**src/design/wppc_pkg.sv**
```systemverilog
`default_nettype none
package wppc_pkg;

    localparam int DEF_MAX_PARAMS = 32;
    localparam int DEF_MEM_DEPTH  = 256;

    localparam logic [7:0]  HDR_FF     = 8'hFF;
    localparam logic [7:0]  HDR_FD     = 8'hFD;
    localparam logic [7:0]  HDR_ZERO   = 8'h00;
    localparam logic [7:0]  INSTR_WR   = 8'h03;
    localparam logic [15:0] CRC_POLY   = 16'h8005;
    localparam logic [15:0] MIN_LEN    = 16'd5;
    localparam logic [15:0] LEN_OVHD   = 16'd3;
    localparam logic [4:0]  MOD_STEPS  = 5'd4;

    localparam logic [1:0] KIND_WRITE   = 2'd0;
    localparam logic [1:0] KIND_CRC_ERR = 2'd1;
    localparam logic [1:0] KIND_LEN_ERR = 2'd2;
    localparam logic [1:0] KIND_NO_DATA = 2'd3;

    typedef struct packed {
        logic       crc_seed;
        logic       crc_feed;
        logic       len_lo_ld;
        logic       len_hi_ld;
        logic       param_wr;
        logic       crc_lo_ld;
        logic       mod_start;
        logic       mod_step;
        logic       rd_start;
        logic       out_ld;
        logic [1:0] out_kind;
    } t_cmd;

    typedef struct packed {
        logic is_ff;
        logic is_fd;
        logic is_zero;
        logic is_id;
        logic is_wr;
        logic len_bad;
        logic params_last;
        logic crc_ok;
        logic mod_done;
        logic no_data;
        logic emit_last;
        logic out_free;
    } t_status;

    function automatic logic [15:0] crc16_feed(input logic [15:0] crc, input logic [7:0] b);
        logic [15:0] c;
        c = crc ^ {b, 8'h00};
        for (int k = 0; k < 8; k++) begin
            c = c[15] ? ((c << 1) ^ CRC_POLY) : (c << 1);
        end
        return c;
    endfunction

endpackage
`default_nettype wire

```
**src/design/write_packet_parser_crc16.sv**
```systemverilog
`default_nettype none
// Write packet receiver: takes one byte per cycle while parsing a packet (header FF FF FD 00,
// id, length, instruction 03, parameters, CRC-16/8005), updating the CRC on the fly.
// The byte that ends the length field or the CRC field stalls while the output register
// still holds an untaken item. After a good CRC the start address is reduced modulo
// MEM_DEPTH by a constant reciprocal multiply, a multiply back, a subtract and one
// correcting subtract (no input taken), then each write item is fetched by a registered
// read of the parameter RAM and waits for a free output register.
module write_packet_parser_crc16 #(
    parameter int MAX_PARAMS = wppc_pkg::DEF_MAX_PARAMS,
    parameter int MEM_DEPTH  = wppc_pkg::DEF_MEM_DEPTH
) (
    input  wire logic        i_clk,
    input  wire logic        i_rst_n,
    input  wire logic        s_axis_tvalid,
    output logic             s_axis_tready,
    input  wire logic [7:0]  s_axis_tdata,   // [7:0] rx_byte
    output logic             m_axis_tvalid,
    input  wire logic        m_axis_tready,
    output logic [15:0]      m_axis_tdata,   // [7:0] address, [15:8] data
    output logic [1:0]       m_axis_tuser,   // [1:0] kind
    output logic             m_axis_tlast,
    input  wire logic        i_cfg_valid,
    output logic             o_cfg_ready,
    input  wire logic [7:0]  i_cfg_data      // device_id
);
    import wppc_pkg::*;

    t_cmd    cmd;
    t_status st;

    wppc_ctrl u_ctrl (
        .i_clk   (i_clk),
        .i_rst_n (i_rst_n),
        .i_valid (s_axis_tvalid),
        .o_ready (s_axis_tready),
        .i_st    (st),
        .o_cmd   (cmd)
    );

    wppc_dp #(
        .MAX_PARAMS (MAX_PARAMS),
        .MEM_DEPTH  (MEM_DEPTH)
    ) u_dp (
        .i_clk       (i_clk),
        .i_rst_n     (i_rst_n),
        .i_byte      (s_axis_tdata),
        .i_cmd       (cmd),
        .o_st        (st),
        .i_cfg_valid (i_cfg_valid),
        .i_cfg_data  (i_cfg_data),
        .o_cfg_ready (o_cfg_ready),
        .i_out_ready (m_axis_tready),
        .o_out_valid (m_axis_tvalid),
        .o_out_data  (m_axis_tdata),
        .o_out_kind  (m_axis_tuser),
        .o_out_last  (m_axis_tlast)
    );
endmodule
`default_nettype wire

```
**src/design/wppc_ram.sv**
```systemverilog
`default_nettype none
module wppc_ram #(
    parameter int WIDTH = 8,
    parameter int DEPTH = 32
) (
    input  wire logic                                    i_clk,
    input  wire logic                                    i_wr_en,
    input  wire logic [(DEPTH > 1 ? $clog2(DEPTH) : 1)-1:0] i_wr_addr,
    input  wire logic [WIDTH-1:0]                        i_wr_data,
    input  wire logic [(DEPTH > 1 ? $clog2(DEPTH) : 1)-1:0] i_rd_addr,
    output logic [WIDTH-1:0]                             o_rd_data
);
    logic [WIDTH-1:0] r_mem [DEPTH];

    always_ff @(posedge i_clk) begin
        if (i_wr_en) begin
            r_mem[i_wr_addr] <= i_wr_data;
        end
        o_rd_data <= r_mem[i_rd_addr];
    end
endmodule
`default_nettype wire

```
**src/design/wppc_ctrl.sv**
```systemverilog
`default_nettype none
module wppc_ctrl (
    input  wire logic               i_clk,
    input  wire logic               i_rst_n,
    input  wire logic               i_valid,
    output logic                    o_ready,
    input  wire wppc_pkg::t_status  i_st,
    output wppc_pkg::t_cmd          o_cmd
);
    import wppc_pkg::*;

    localparam logic [3:0] S_HUNT    = 4'd0;
    localparam logic [3:0] S_FF2     = 4'd1;
    localparam logic [3:0] S_FD      = 4'd2;
    localparam logic [3:0] S_ZERO    = 4'd3;
    localparam logic [3:0] S_ID      = 4'd4;
    localparam logic [3:0] S_LEN_LO  = 4'd5;
    localparam logic [3:0] S_LEN_HI  = 4'd6;
    localparam logic [3:0] S_INSTR   = 4'd7;
    localparam logic [3:0] S_PARAM   = 4'd8;
    localparam logic [3:0] S_CRC_LO  = 4'd9;
    localparam logic [3:0] S_CRC_HI  = 4'd10;
    localparam logic [3:0] S_MOD     = 4'd11;
    localparam logic [3:0] S_RD      = 4'd12;
    localparam logic [3:0] S_LD      = 4'd13;
    localparam logic [3:0] S_NODATA  = 4'd14;

    logic [3:0] r_state, n_state;
    logic       fire;

    always_comb begin
        unique case (r_state) inside
            S_LEN_HI, S_CRC_HI:           o_ready = i_st.out_free;
            S_MOD, S_RD, S_LD, S_NODATA:  o_ready = 1'b0;
            default:                      o_ready = 1'b1;
        endcase
    end

    assign fire = i_valid && o_ready;

    always_comb begin
        n_state = r_state;
        o_cmd   = '0;
        unique case (r_state)
            S_FF2: begin
                if (fire) begin
                    o_cmd.crc_feed = 1'b1;
                    n_state = i_st.is_ff ? S_FD : S_HUNT;
                end
            end
            S_FD: begin
                if (fire) begin
                    o_cmd.crc_feed = 1'b1;
                    n_state = i_st.is_fd ? S_ZERO : S_HUNT;
                end
            end
            S_ZERO: begin
                if (fire) begin
                    o_cmd.crc_feed = 1'b1;
                    n_state = i_st.is_zero ? S_ID : S_HUNT;
                end
            end
            S_ID: begin
                if (fire) begin
                    o_cmd.crc_feed = 1'b1;
                    n_state = i_st.is_id ? S_LEN_LO : S_HUNT;
                end
            end
            S_LEN_LO: begin
                if (fire) begin
                    o_cmd.crc_feed  = 1'b1;
                    o_cmd.len_lo_ld = 1'b1;
                    n_state = S_LEN_HI;
                end
            end
            S_LEN_HI: begin
                if (fire) begin
                    o_cmd.crc_feed = 1'b1;
                    if (i_st.len_bad) begin
                        o_cmd.out_ld   = 1'b1;
                        o_cmd.out_kind = KIND_LEN_ERR;
                        n_state = S_HUNT;
                    end else begin
                        o_cmd.len_hi_ld = 1'b1;
                        n_state = S_INSTR;
                    end
                end
            end
            S_INSTR: begin
                if (fire) begin
                    o_cmd.crc_feed = 1'b1;
                    n_state = i_st.is_wr ? S_PARAM : S_HUNT;
                end
            end
            S_PARAM: begin
                if (fire) begin
                    o_cmd.crc_feed = 1'b1;
                    o_cmd.param_wr = 1'b1;
                    if (i_st.params_last) begin
                        n_state = S_CRC_LO;
                    end
                end
            end
            S_CRC_LO: begin
                if (fire) begin
                    o_cmd.crc_lo_ld = 1'b1;
                    n_state = S_CRC_HI;
                end
            end
            S_CRC_HI: begin
                if (fire) begin
                    if (i_st.crc_ok) begin
                        o_cmd.mod_start = 1'b1;
                        n_state = S_MOD;
                    end else begin
                        o_cmd.out_ld   = 1'b1;
                        o_cmd.out_kind = KIND_CRC_ERR;
                        n_state = S_HUNT;
                    end
                end
            end
            S_MOD: begin
                if (i_st.mod_done) begin
                    if (i_st.no_data) begin
                        n_state = S_NODATA;
                    end else begin
                        o_cmd.rd_start = 1'b1;
                        n_state = S_RD;
                    end
                end else begin
                    o_cmd.mod_step = 1'b1;
                end
            end
            S_RD: begin
                n_state = S_LD;
            end
            S_LD: begin
                if (i_st.out_free) begin
                    o_cmd.out_ld   = 1'b1;
                    o_cmd.out_kind = KIND_WRITE;
                    n_state = i_st.emit_last ? S_HUNT : S_RD;
                end
            end
            S_NODATA: begin
                if (i_st.out_free) begin
                    o_cmd.out_ld   = 1'b1;
                    o_cmd.out_kind = KIND_NO_DATA;
                    n_state = S_HUNT;
                end
            end
            default: begin
                n_state = S_HUNT;
                if (fire && i_st.is_ff) begin
                    o_cmd.crc_seed = 1'b1;
                    n_state = S_FF2;
                end
            end
        endcase
    end

    always_ff @(posedge i_clk) begin
        if (!i_rst_n) begin
            r_state <= S_HUNT;
        end else begin
            r_state <= n_state;
        end
    end
endmodule
`default_nettype wire

```
**src/design/wppc_dp.sv**
```systemverilog
`default_nettype none
module wppc_dp #(
    parameter int MAX_PARAMS = wppc_pkg::DEF_MAX_PARAMS,
    parameter int MEM_DEPTH  = wppc_pkg::DEF_MEM_DEPTH
) (
    input  wire logic               i_clk,
    input  wire logic               i_rst_n,
    input  wire logic [7:0]         i_byte,
    input  wire wppc_pkg::t_cmd     i_cmd,
    output wppc_pkg::t_status       o_st,
    input  wire logic               i_cfg_valid,
    input  wire logic [7:0]         i_cfg_data,
    output logic                    o_cfg_ready,
    input  wire logic               i_out_ready,
    output logic                    o_out_valid,
    output logic [15:0]             o_out_data,
    output logic [1:0]              o_out_kind,
    output logic                    o_out_last
);
    import wppc_pkg::*;

    localparam int PW = (MAX_PARAMS > 1) ? $clog2(MAX_PARAMS) : 1;
    localparam int CW = $clog2(MAX_PARAMS + 1);
    localparam logic [15:0] MaxLen   = 16'(MAX_PARAMS + 3);
    localparam logic [15:0] LastAddr = 16'(MEM_DEPTH - 1);
    localparam logic [31:0] Depth32  = 32'(MEM_DEPTH);
    localparam logic [31:0] Recip    = 32'((64'd1 << 32) / 64'(MEM_DEPTH));
    localparam logic [4:0]  StepMul  = 5'd0;
    localparam logic [4:0]  StepBack = 5'd1;
    localparam logic [4:0]  StepSub  = 5'd2;
    localparam logic [4:0]  StepFix  = 5'd3;

    logic [7:0]    r_dev_id;
    logic [15:0]   r_crc;
    logic [7:0]    r_len_lo;
    logic [7:0]    r_crc_lo;
    logic [CW-1:0] r_left;
    logic [CW-1:0] r_pidx;
    logic [PW-1:0] r_rd_idx;
    logic [15:0]   r_start;
    logic [15:0]   r_rem;
    logic [47:0]   r_prod;
    logic [15:0]   r_qd;
    logic [4:0]    r_mcnt;
    logic [15:0]   r_addr;
    logic          r_out_valid;
    logic [1:0]    r_out_kind;
    logic [7:0]    r_out_addr;
    logic [7:0]    r_out_data;
    logic          r_out_last;
    logic [7:0]    ram_rdata;
    logic [15:0]   len_full;

    assign o_cfg_ready = 1'b1;
    assign len_full    = {i_byte, r_len_lo};

    assign o_st.is_ff       = (i_byte == HDR_FF);
    assign o_st.is_fd       = (i_byte == HDR_FD);
    assign o_st.is_zero     = (i_byte == HDR_ZERO);
    assign o_st.is_id       = (i_byte == r_dev_id);
    assign o_st.is_wr       = (i_byte == INSTR_WR);
    assign o_st.len_bad     = (len_full < MIN_LEN) || (len_full > MaxLen);
    assign o_st.params_last = (r_left == CW'(1));
    assign o_st.crc_ok      = ({i_byte, r_crc_lo} == r_crc);
    assign o_st.mod_done    = (r_mcnt == MOD_STEPS);
    assign o_st.no_data     = (r_pidx == CW'(2));
    assign o_st.emit_last   = ((CW'(r_rd_idx) + CW'(1)) == r_pidx);
    assign o_st.out_free    = !r_out_valid || i_out_ready;

    wppc_ram #(
        .WIDTH (8),
        .DEPTH (MAX_PARAMS)
    ) u_store (
        .i_clk     (i_clk),
        .i_wr_en   (i_cmd.param_wr),
        .i_wr_addr (r_pidx[PW-1:0]),
        .i_wr_data (i_byte),
        .i_rd_addr (r_rd_idx),
        .o_rd_data (ram_rdata)
    );

    always_ff @(posedge i_clk) begin
        if (!i_rst_n) begin
            r_dev_id    <= 8'd1;
            r_crc       <= '0;
            r_len_lo    <= '0;
            r_crc_lo    <= '0;
            r_left      <= '0;
            r_pidx      <= '0;
            r_mcnt      <= '0;
            r_out_valid <= 1'b0;
        end else begin
            if (i_cfg_valid) begin
                r_dev_id <= i_cfg_data;
            end
            if (i_cmd.crc_seed || i_cmd.crc_feed) begin
                r_crc <= crc16_feed(i_cmd.crc_seed ? 16'h0000 : r_crc, i_byte);
            end
            if (i_cmd.len_lo_ld) begin
                r_len_lo <= i_byte;
            end
            if (i_cmd.len_hi_ld) begin
                r_left <= CW'(len_full - LEN_OVHD);
                r_pidx <= '0;
            end else if (i_cmd.param_wr) begin
                r_left <= r_left - CW'(1);
                r_pidx <= r_pidx + CW'(1);
            end
            if (i_cmd.crc_lo_ld) begin
                r_crc_lo <= i_byte;
            end
            if (i_cmd.mod_start) begin
                r_mcnt <= '0;
            end else if (i_cmd.mod_step) begin
                r_mcnt <= r_mcnt + 5'd1;
            end
            if (i_cmd.out_ld) begin
                r_out_valid <= 1'b1;
            end else if (i_out_ready) begin
                r_out_valid <= 1'b0;
            end
        end
    end

    always_ff @(posedge i_clk) begin
        if (i_cmd.param_wr) begin
            if (r_pidx == CW'(0)) begin
                r_start[7:0] <= i_byte;
            end
            if (r_pidx == CW'(1)) begin
                r_start[15:8] <= i_byte;
            end
        end
        // start address modulo the memory depth: reciprocal quotient estimate,
        // multiply back, subtract, then one correcting subtract
        if (i_cmd.mod_start) begin
            r_rem <= r_start;
        end else if (i_cmd.mod_step) begin
            case (r_mcnt)
                StepMul: begin
                    r_prod <= 48'(r_rem) * 48'(Recip);
                end
                StepBack: begin
                    r_qd <= 16'(32'(r_prod[47:32]) * Depth32);
                end
                StepSub: begin
                    r_rem <= r_rem - r_qd;
                end
                StepFix: begin
                    if ({16'h0000, r_rem} >= Depth32) begin
                        r_rem <= r_rem - Depth32[15:0];
                    end
                end
                default: ;
            endcase
        end
        if (i_cmd.rd_start) begin
            r_rd_idx <= PW'(2);
            r_addr   <= r_rem;
        end else if (i_cmd.out_ld && i_cmd.out_kind == KIND_WRITE) begin
            r_rd_idx <= r_rd_idx + PW'(1);
            r_addr   <= (r_addr == LastAddr) ? 16'h0000 : r_addr + 16'd1;
        end
        if (i_cmd.out_ld) begin
            r_out_kind <= i_cmd.out_kind;
            case (i_cmd.out_kind)
                KIND_WRITE: begin
                    r_out_addr <= r_addr[7:0];
                    r_out_data <= ram_rdata;
                    r_out_last <= o_st.emit_last;
                end
                KIND_NO_DATA: begin
                    r_out_addr <= r_rem[7:0];
                    r_out_data <= '0;
                    r_out_last <= 1'b1;
                end
                default: begin
                    r_out_addr <= '0;
                    r_out_data <= '0;
                    r_out_last <= 1'b1;
                end
            endcase
        end
    end

    assign o_out_valid = r_out_valid;
    assign o_out_data  = {r_out_data, r_out_addr};
    assign o_out_kind  = r_out_kind;
    assign o_out_last  = r_out_last;

    a_load_free: assert property (@(posedge i_clk) disable iff (!i_rst_n)
        i_cmd.out_ld |-> o_st.out_free)
        else $error("result loaded over a pending item");

    a_rem_range: assert property (@(posedge i_clk) disable iff (!i_rst_n)
        o_st.mod_done |-> ({16'h0000, r_rem} < Depth32))
        else $error("start address not reduced below depth");

    a_addr_range: assert property (@(posedge i_clk) disable iff (!i_rst_n)
        (i_cmd.out_ld && i_cmd.out_kind == KIND_WRITE) |-> (r_addr <= LastAddr))
        else $error("write address beyond memory depth");
endmodule
`default_nettype wire
```
**config.mk**
```make
export PLATFORM = sky130hd
export DESIGN_NAME = write_packet_parser_crc16
export DESIGN_NICKNAME = d
export VERILOG_FILES = /design/src/design/wppc_pkg.sv /design/src/design/write_packet_parser_crc16.sv /design/src/design/wppc_ram.sv /design/src/design/wppc_ctrl.sv /design/src/design/wppc_dp.sv
export SDC_FILE = /design/constraint.sdc
export NUM_CORES = 1
export LEC_CHECK = 0
export ABC_AREA = 1
export BUFFER_PORTS_ARGS = -buffer_cell sky130_fd_sc_hd__buf_2
export CAP_MARGIN = 25
export CORE_MARGIN = 3
export CORE_UTILIZATION = 60
export CTS_BUF_LIST = sky130_fd_sc_hd__clkbuf_8
export DETAILED_ROUTE_END_ITERATION = 10
export PLACE_DENSITY = 0.74
export SETUP_SLACK_MARGIN = 0.2
export SYNTH_ARGS = -nofsm -noshare
export SYNTH_HDL_FRONTEND = slang
export SYNTH_SLANG_ARGS = --single-unit
```
**constraint.sdc**
```tcl
create_clock -name i_clk -period 3.95 [get_ports i_clk]
set_clock_uncertainty 0.15 [all_clocks]
set_input_delay 0.79 -clock i_clk [delete_from_list [all_inputs] [get_ports i_clk]]
set_output_delay 0.79 -clock i_clk [all_outputs]
set_load 0.03 [all_outputs]
```
==> impl_metrics.sql <==
INSERT INTO impl_metrics (metric_group, metric, value, unit) VALUES
('timing', 'report.final.setup_viol', '0', ''),
('logic_synthesis', 'synth_top_area_frac', '0.5602', ''),
('power_and_ir_drop', 'vdd_drop_max', '0.2556', 'mV'),
('route', 'via_per_inst', '6.011', ''),
('logic_synthesis', 'synthesis.nets', '1769', ''),
('critical_path', 'slowest_stage', 'sky130_fd_sc_hd__nor2_1', ''),
('route', 'vias', '13360', ''),
('logic_synthesis', 'synth_largest_area_cell', 'sky130_fd_sc_hd__edfxtp_1', ''),
('logic_synthesis', 'synth.distinct_cells', '49', ''),
('timing', 'achievable-frequency', '309.6', 'MHz'),
('power_and_ir_drop', 'power_per_cell_area', '410.2', 'nW/µm²'),
('timing', 'rsz0062_at_grt', 'false', ''),
('finish', 'finalNetCount', '1835', ''),
('grt', 'antenna_found_initial', '1', ''),
('clocking', 'clock-sinks', '414', ''),
('floorplan', 'std_cell_rows', '63', ''),
('clocking', 'cts_buffers', '67', ''),
('grt', 'globalRouteTotalUtil', '0.2722', ''),
('finish', 'postLayoutCellArea', '20010', 'µm²'),
('timing', 'fin_worst_hold_slack', '0.2663', 'ns'),
('place', 'placement.cell_area', '18810', 'µm²'),
('timing', 'finalCritPeriodShare', '0.8177', ''),
('grt', 'first_global_vias', '13000', ''),
('critical_path', 'cp_data_required_time', '4.00', 'ns'),
('logic_synthesis', 'number_of_flops_mapped_to_enable_cells_by_yosys', '339', ''),
('clocking', 'holdBufCountCts', '0', ''),
('critical_path', 'timing.critical_path.buf_inv', '3', ''),
('clocking', 'htree_levels', '3', ''),
('critical_path', 'critical_path_fanout_max', '10', ''),
('critical_path', 'crit_path_leading_delay_family', 'simple AND/OR/NAND/NOR gates', ''),
('logic_synthesis', 'synthesis.area_per_instance', '10.55', 'µm²'),
('finish', 'share_of_post_route_cells_with_drive_strength_above_1', '0.1124', ''),
('clocking', 'clock_insertion_delay_worst_skew', '0.59', 'ns'),
('logic_synthesis', 'synth-simple-area-share', '0.1421', ''),
('floorplan', 'floorplan.io_pins', '43', ''),
('power_and_ir_drop', 'leakagePower', '7.547', 'nW'),
('timing', 'timing.final.max_slew_violations', '0', ''),
('critical_path', 'critical-path-max-stage-delay', '0.70', 'ns'),
('route', 'drt_first_pass_iters', '6', ''),
('logic_synthesis', 'synthCells', '1722', ''),
('clocking', 'cts_setup_buffers', '0', ''),
('floorplan', 'die_h', '180.0', 'µm'),
('critical_path', 'cp_common_cell', 'sky130_fd_sc_hd__nand2_1', ''),
('logic_synthesis', 'synth_mux_area_frac', '0', ''),
('floorplan', 'die-width', '180.0', 'µm'),
('logic_synthesis', 'ys.flop_type', 'sky130_fd_sc_hd__edfxtp_1', ''),
('route', 'drt_first_iter_violations', '1779', ''),
('logic_synthesis', 'synth_compound_area_frac', '0.1271', ''),
('floorplan', 'core_region_area', '29720', 'µm²'),
('power_and_ir_drop', 'design_power_total', '8.206', 'mW'),
('route', 'finalWirelength', '44.58', 'mm'),
('worst_hold_path', 'hp-class', 'reg -> reg', ''),
('critical_path', 'timing.critical_path.from_type', 'register', ''),
('timing', 'final.min_clock_period', '3.230', 'ns'),
('logic_synthesis', 'synthArstFlopShare', '0', ''),
('clocking', 'post_cts_resize_count', '0', ''),
('clocking', 'cts_tree', 'yes', ''),
('critical_path', 'crit_path_cell_trace', 'nor2_4, nand2_1, nand2_2, nor2_4, nand2_1, inv_1, nand2_1, inv_1, nand2_1, inv_2, nand2_1, nor2_1', ''),
('critical_path', 'arrival', '3.28', 'ns'),
('finish', 'area_delta_synth_final', '10.11', '%'),
('grt', 'grt_first_pass_wirelength', '70.26', 'mm'),
('grt', 'grt_overflow', '0', ''),
('floorplan', 'die-area', '32410', 'µm²'),
('critical_path', 'critical_path_class', 'reg -> reg', ''),
('logic_synthesis', 'synth_seq_area_share', '0.6428', ''),
('status', 'run_status', 'completed', ''),
('logic_synthesis', 'synth_xor_area_frac', '0.01832', ''),
('logic_synthesis', 'synth.top_cells.by_area', 'sky130_fd_sc_hd__edfxtp_1 (56%), sky130_fd_sc_hd__dfxtp_1 (8.3%), sky130_fd_sc_hd__nor2_1 (6.2%), sky130_fd_sc_hd__o21ai_0 (5.9%), sky130_fd_sc_hd__nand2_1 (3.4%)', ''),
('place', 'gp_routability_congestion', '0.9122', ''),
('logic_synthesis', 'synth_area', '18170', 'µm²'),
('place', 'detailed_place_hpwl', '28.88', 'mm');
[flip-flops by register name, summed over array words and instances, names as in the netlist]
signal and cells:
u_ctrl.r_state 4, u_dp.u_store.o_rd_data 8, u_dp.r_len_lo 8, u_dp.o_out_kind 2
u_dp.r_out_data 8, u_dp.r_pidx 6, u_dp.r_crc 16, u_dp.r_dev_id 8
u_dp.r_left 6, u_dp.o_out_last 1, u_dp.r_rd_idx 5, u_dp.r_addr 16
u_dp.r_rem 16, u_dp.r_crc_lo 8, u_dp.r_qd 8, u_dp.r_mcnt 5
u_dp.r_prod 8, u_dp.o_out_valid 1, u_dp.u_store.r_mem 256, u_dp.r_start 16
u_dp.r_out_addr 8
[worst register-to-register path, stage by stage (launching register included)]
cell and delay (ns):
sky130_fd_sc_hd__dfxtp_1 0.52, sky130_fd_sc_hd__nor2_4 0.10, sky130_fd_sc_hd__nand2_1 0.13, sky130_fd_sc_hd__nand2_2 0.09, sky130_fd_sc_hd__nor2_4 0.15, sky130_fd_sc_hd__nand2_1 0.07
sky130_fd_sc_hd__inv_1 0.08, sky130_fd_sc_hd__nand2_1 0.07, sky130_fd_sc_hd__inv_1 0.08, sky130_fd_sc_hd__nand2_1 0.15, sky130_fd_sc_hd__inv_2 0.21, sky130_fd_sc_hd__nand2_1 0.37
sky130_fd_sc_hd__nor2_1 0.70
[power by group]
part,internal (mW),switching [mW]
Combinational,0.0433,0.136
Sequential,4.71,0.00387
Clock,1.70,1.62
Total,6.45,1.76
[placed cells by master, fill, tap and decap left out, types with 6 or more instances in the layout]
cell / synthesis / routed
sky130_fd_sc_hd__nand2_2: 14 / 14
sky130_fd_sc_hd__xor2_1: 26 / 26
sky130_fd_sc_hd__ha_1: 25 / 25
sky130_fd_sc_hd__nand3_1: 63 / 63
sky130_fd_sc_hd__nor4_1: 10 / 10
sky130_fd_sc_hd__nand4_1: 14 / 14
sky130_fd_sc_hd__buf_4: 3 / 37
sky130_fd_sc_hd__clkinv_1: 2 / 15
sky130_fd_sc_hd__buf_2: 6 / 42
sky130_fd_sc_hd__o22ai_1: 31 / 31
sky130_fd_sc_hd__dfxtp_1: 75 / 73
sky130_fd_sc_hd__edfxtp_1: 339 / 339
sky130_fd_sc_hd__o221ai_1: 42 / 42
sky130_fd_sc_hd__o21ai_0: 214 / 214
sky130_fd_sc_hd__clkbuf_8: 0 / 73
sky130_fd_sc_hd__nor3_1: 18 / 18
sky130_fd_sc_hd__inv_1: 146 / 164
sky130_fd_sc_hd__nor2_4: 6 / 6
sky130_fd_sc_hd__nor2_1: 298 / 298
sky130_fd_sc_hd__a21oi_1: 65 / 65
sky130_fd_sc_hd__or2_2: 6 / 6
sky130_fd_sc_hd__a31oi_1: 14 / 14
sky130_fd_sc_hd__nand2_1: 167 / 167
sky130_fd_sc_hd__o31ai_1: 6 / 6
sky130_fd_sc_hd__xnor2_1: 12 / 12
sky130_fd_sc_hd__inv_2: 9 / 9
sky130_fd_sc_hd__a32oi_1: 6 / 6
[cell type report]
class,count,area [µm²],area share
antenna,1,2.502,0.0001251
clock buffer,73,1005,0.05022
clock inverter,40,182.7,0.009130
inverter,158,595.6,0.02977
multi-input combinational,1068,5560,0.2779
sequential,414,11690,0.5841
tap,390,488.0,0.02439
timing repair buffer,79,488.0,0.02439
[per-layer routing]
layer | vias up | share of wire | GRT usage | wire, µm
met5 | - | 0 | 0 | 0
met4 | 0 | 0.030 | 0.09180 | 1343
met3 | 107 | 0.094 | 0.04986 | 4174
met2 | 710 | 0.47 | 0.4317 | 20780
met1 | 6344 | 0.41 | 0.3859 | 18290
li1 | 6202 | - | - | -
[path summary, 6_finish.rpt]
check | startpoint | endpoint | slack [ns] | cells after the start
hold reg to reg | u_dp.r_prod[35] | u_dp.r_qd[11] | 0.27 | 0
setup / recovery | u_ctrl.r_state[2] | u_dp.u_store.r_mem[4][5] | 0.72 | 12
hold / removal | u_dp.r_prod[35] | u_dp.r_qd[11] | 0.27 | 0
setup reg to reg | u_ctrl.r_state[2] | u_dp.u_store.r_mem[4][5] | 0.72 | 12
[kinds of logic (layout without fill, tap and decap cells)]
logic type | count (synthesis) | after routing
buf+inv | 240 | 350
fa+ha+maj | 26 | 26
compound gates | 398 | 398
simple gates | 605 | 605
other cells | 1 | 2
xor+xnor | 38 | 38
flops | 414 | 414
[synth_stat cells (all sizes together), types with 3 or more instances]
master	number
a211oi	3
a21oi	65
a31oi	14
a32oi	6
buf	11
clkbuf	71
clkinv	3
dfxtp	75
edfxtp	339
ha	25
inv	155
nand2	181
nand3	65
nand3b	3
nand4	15
nor2	306
nor3	18
nor4	10
o211ai	3
o21ai	214
o221ai	42
o22ai	31
o31ai	6
or2	6
xnor2	12
xor2	26
[through the flow]
stage                     worst slack (ns)    util  cells
after global placement              0.6108  0.6331   2108
after global routing                0.5504  0.6733   2223
after detailed placement            0.5106  0.6331   2108
after CTS                           0.8148  0.6730   2221
after floorplan                     0.5281       -   1722
final                               0.7199  0.6733   2223
No activity file was read; power rests on OpenSTA's default activity.
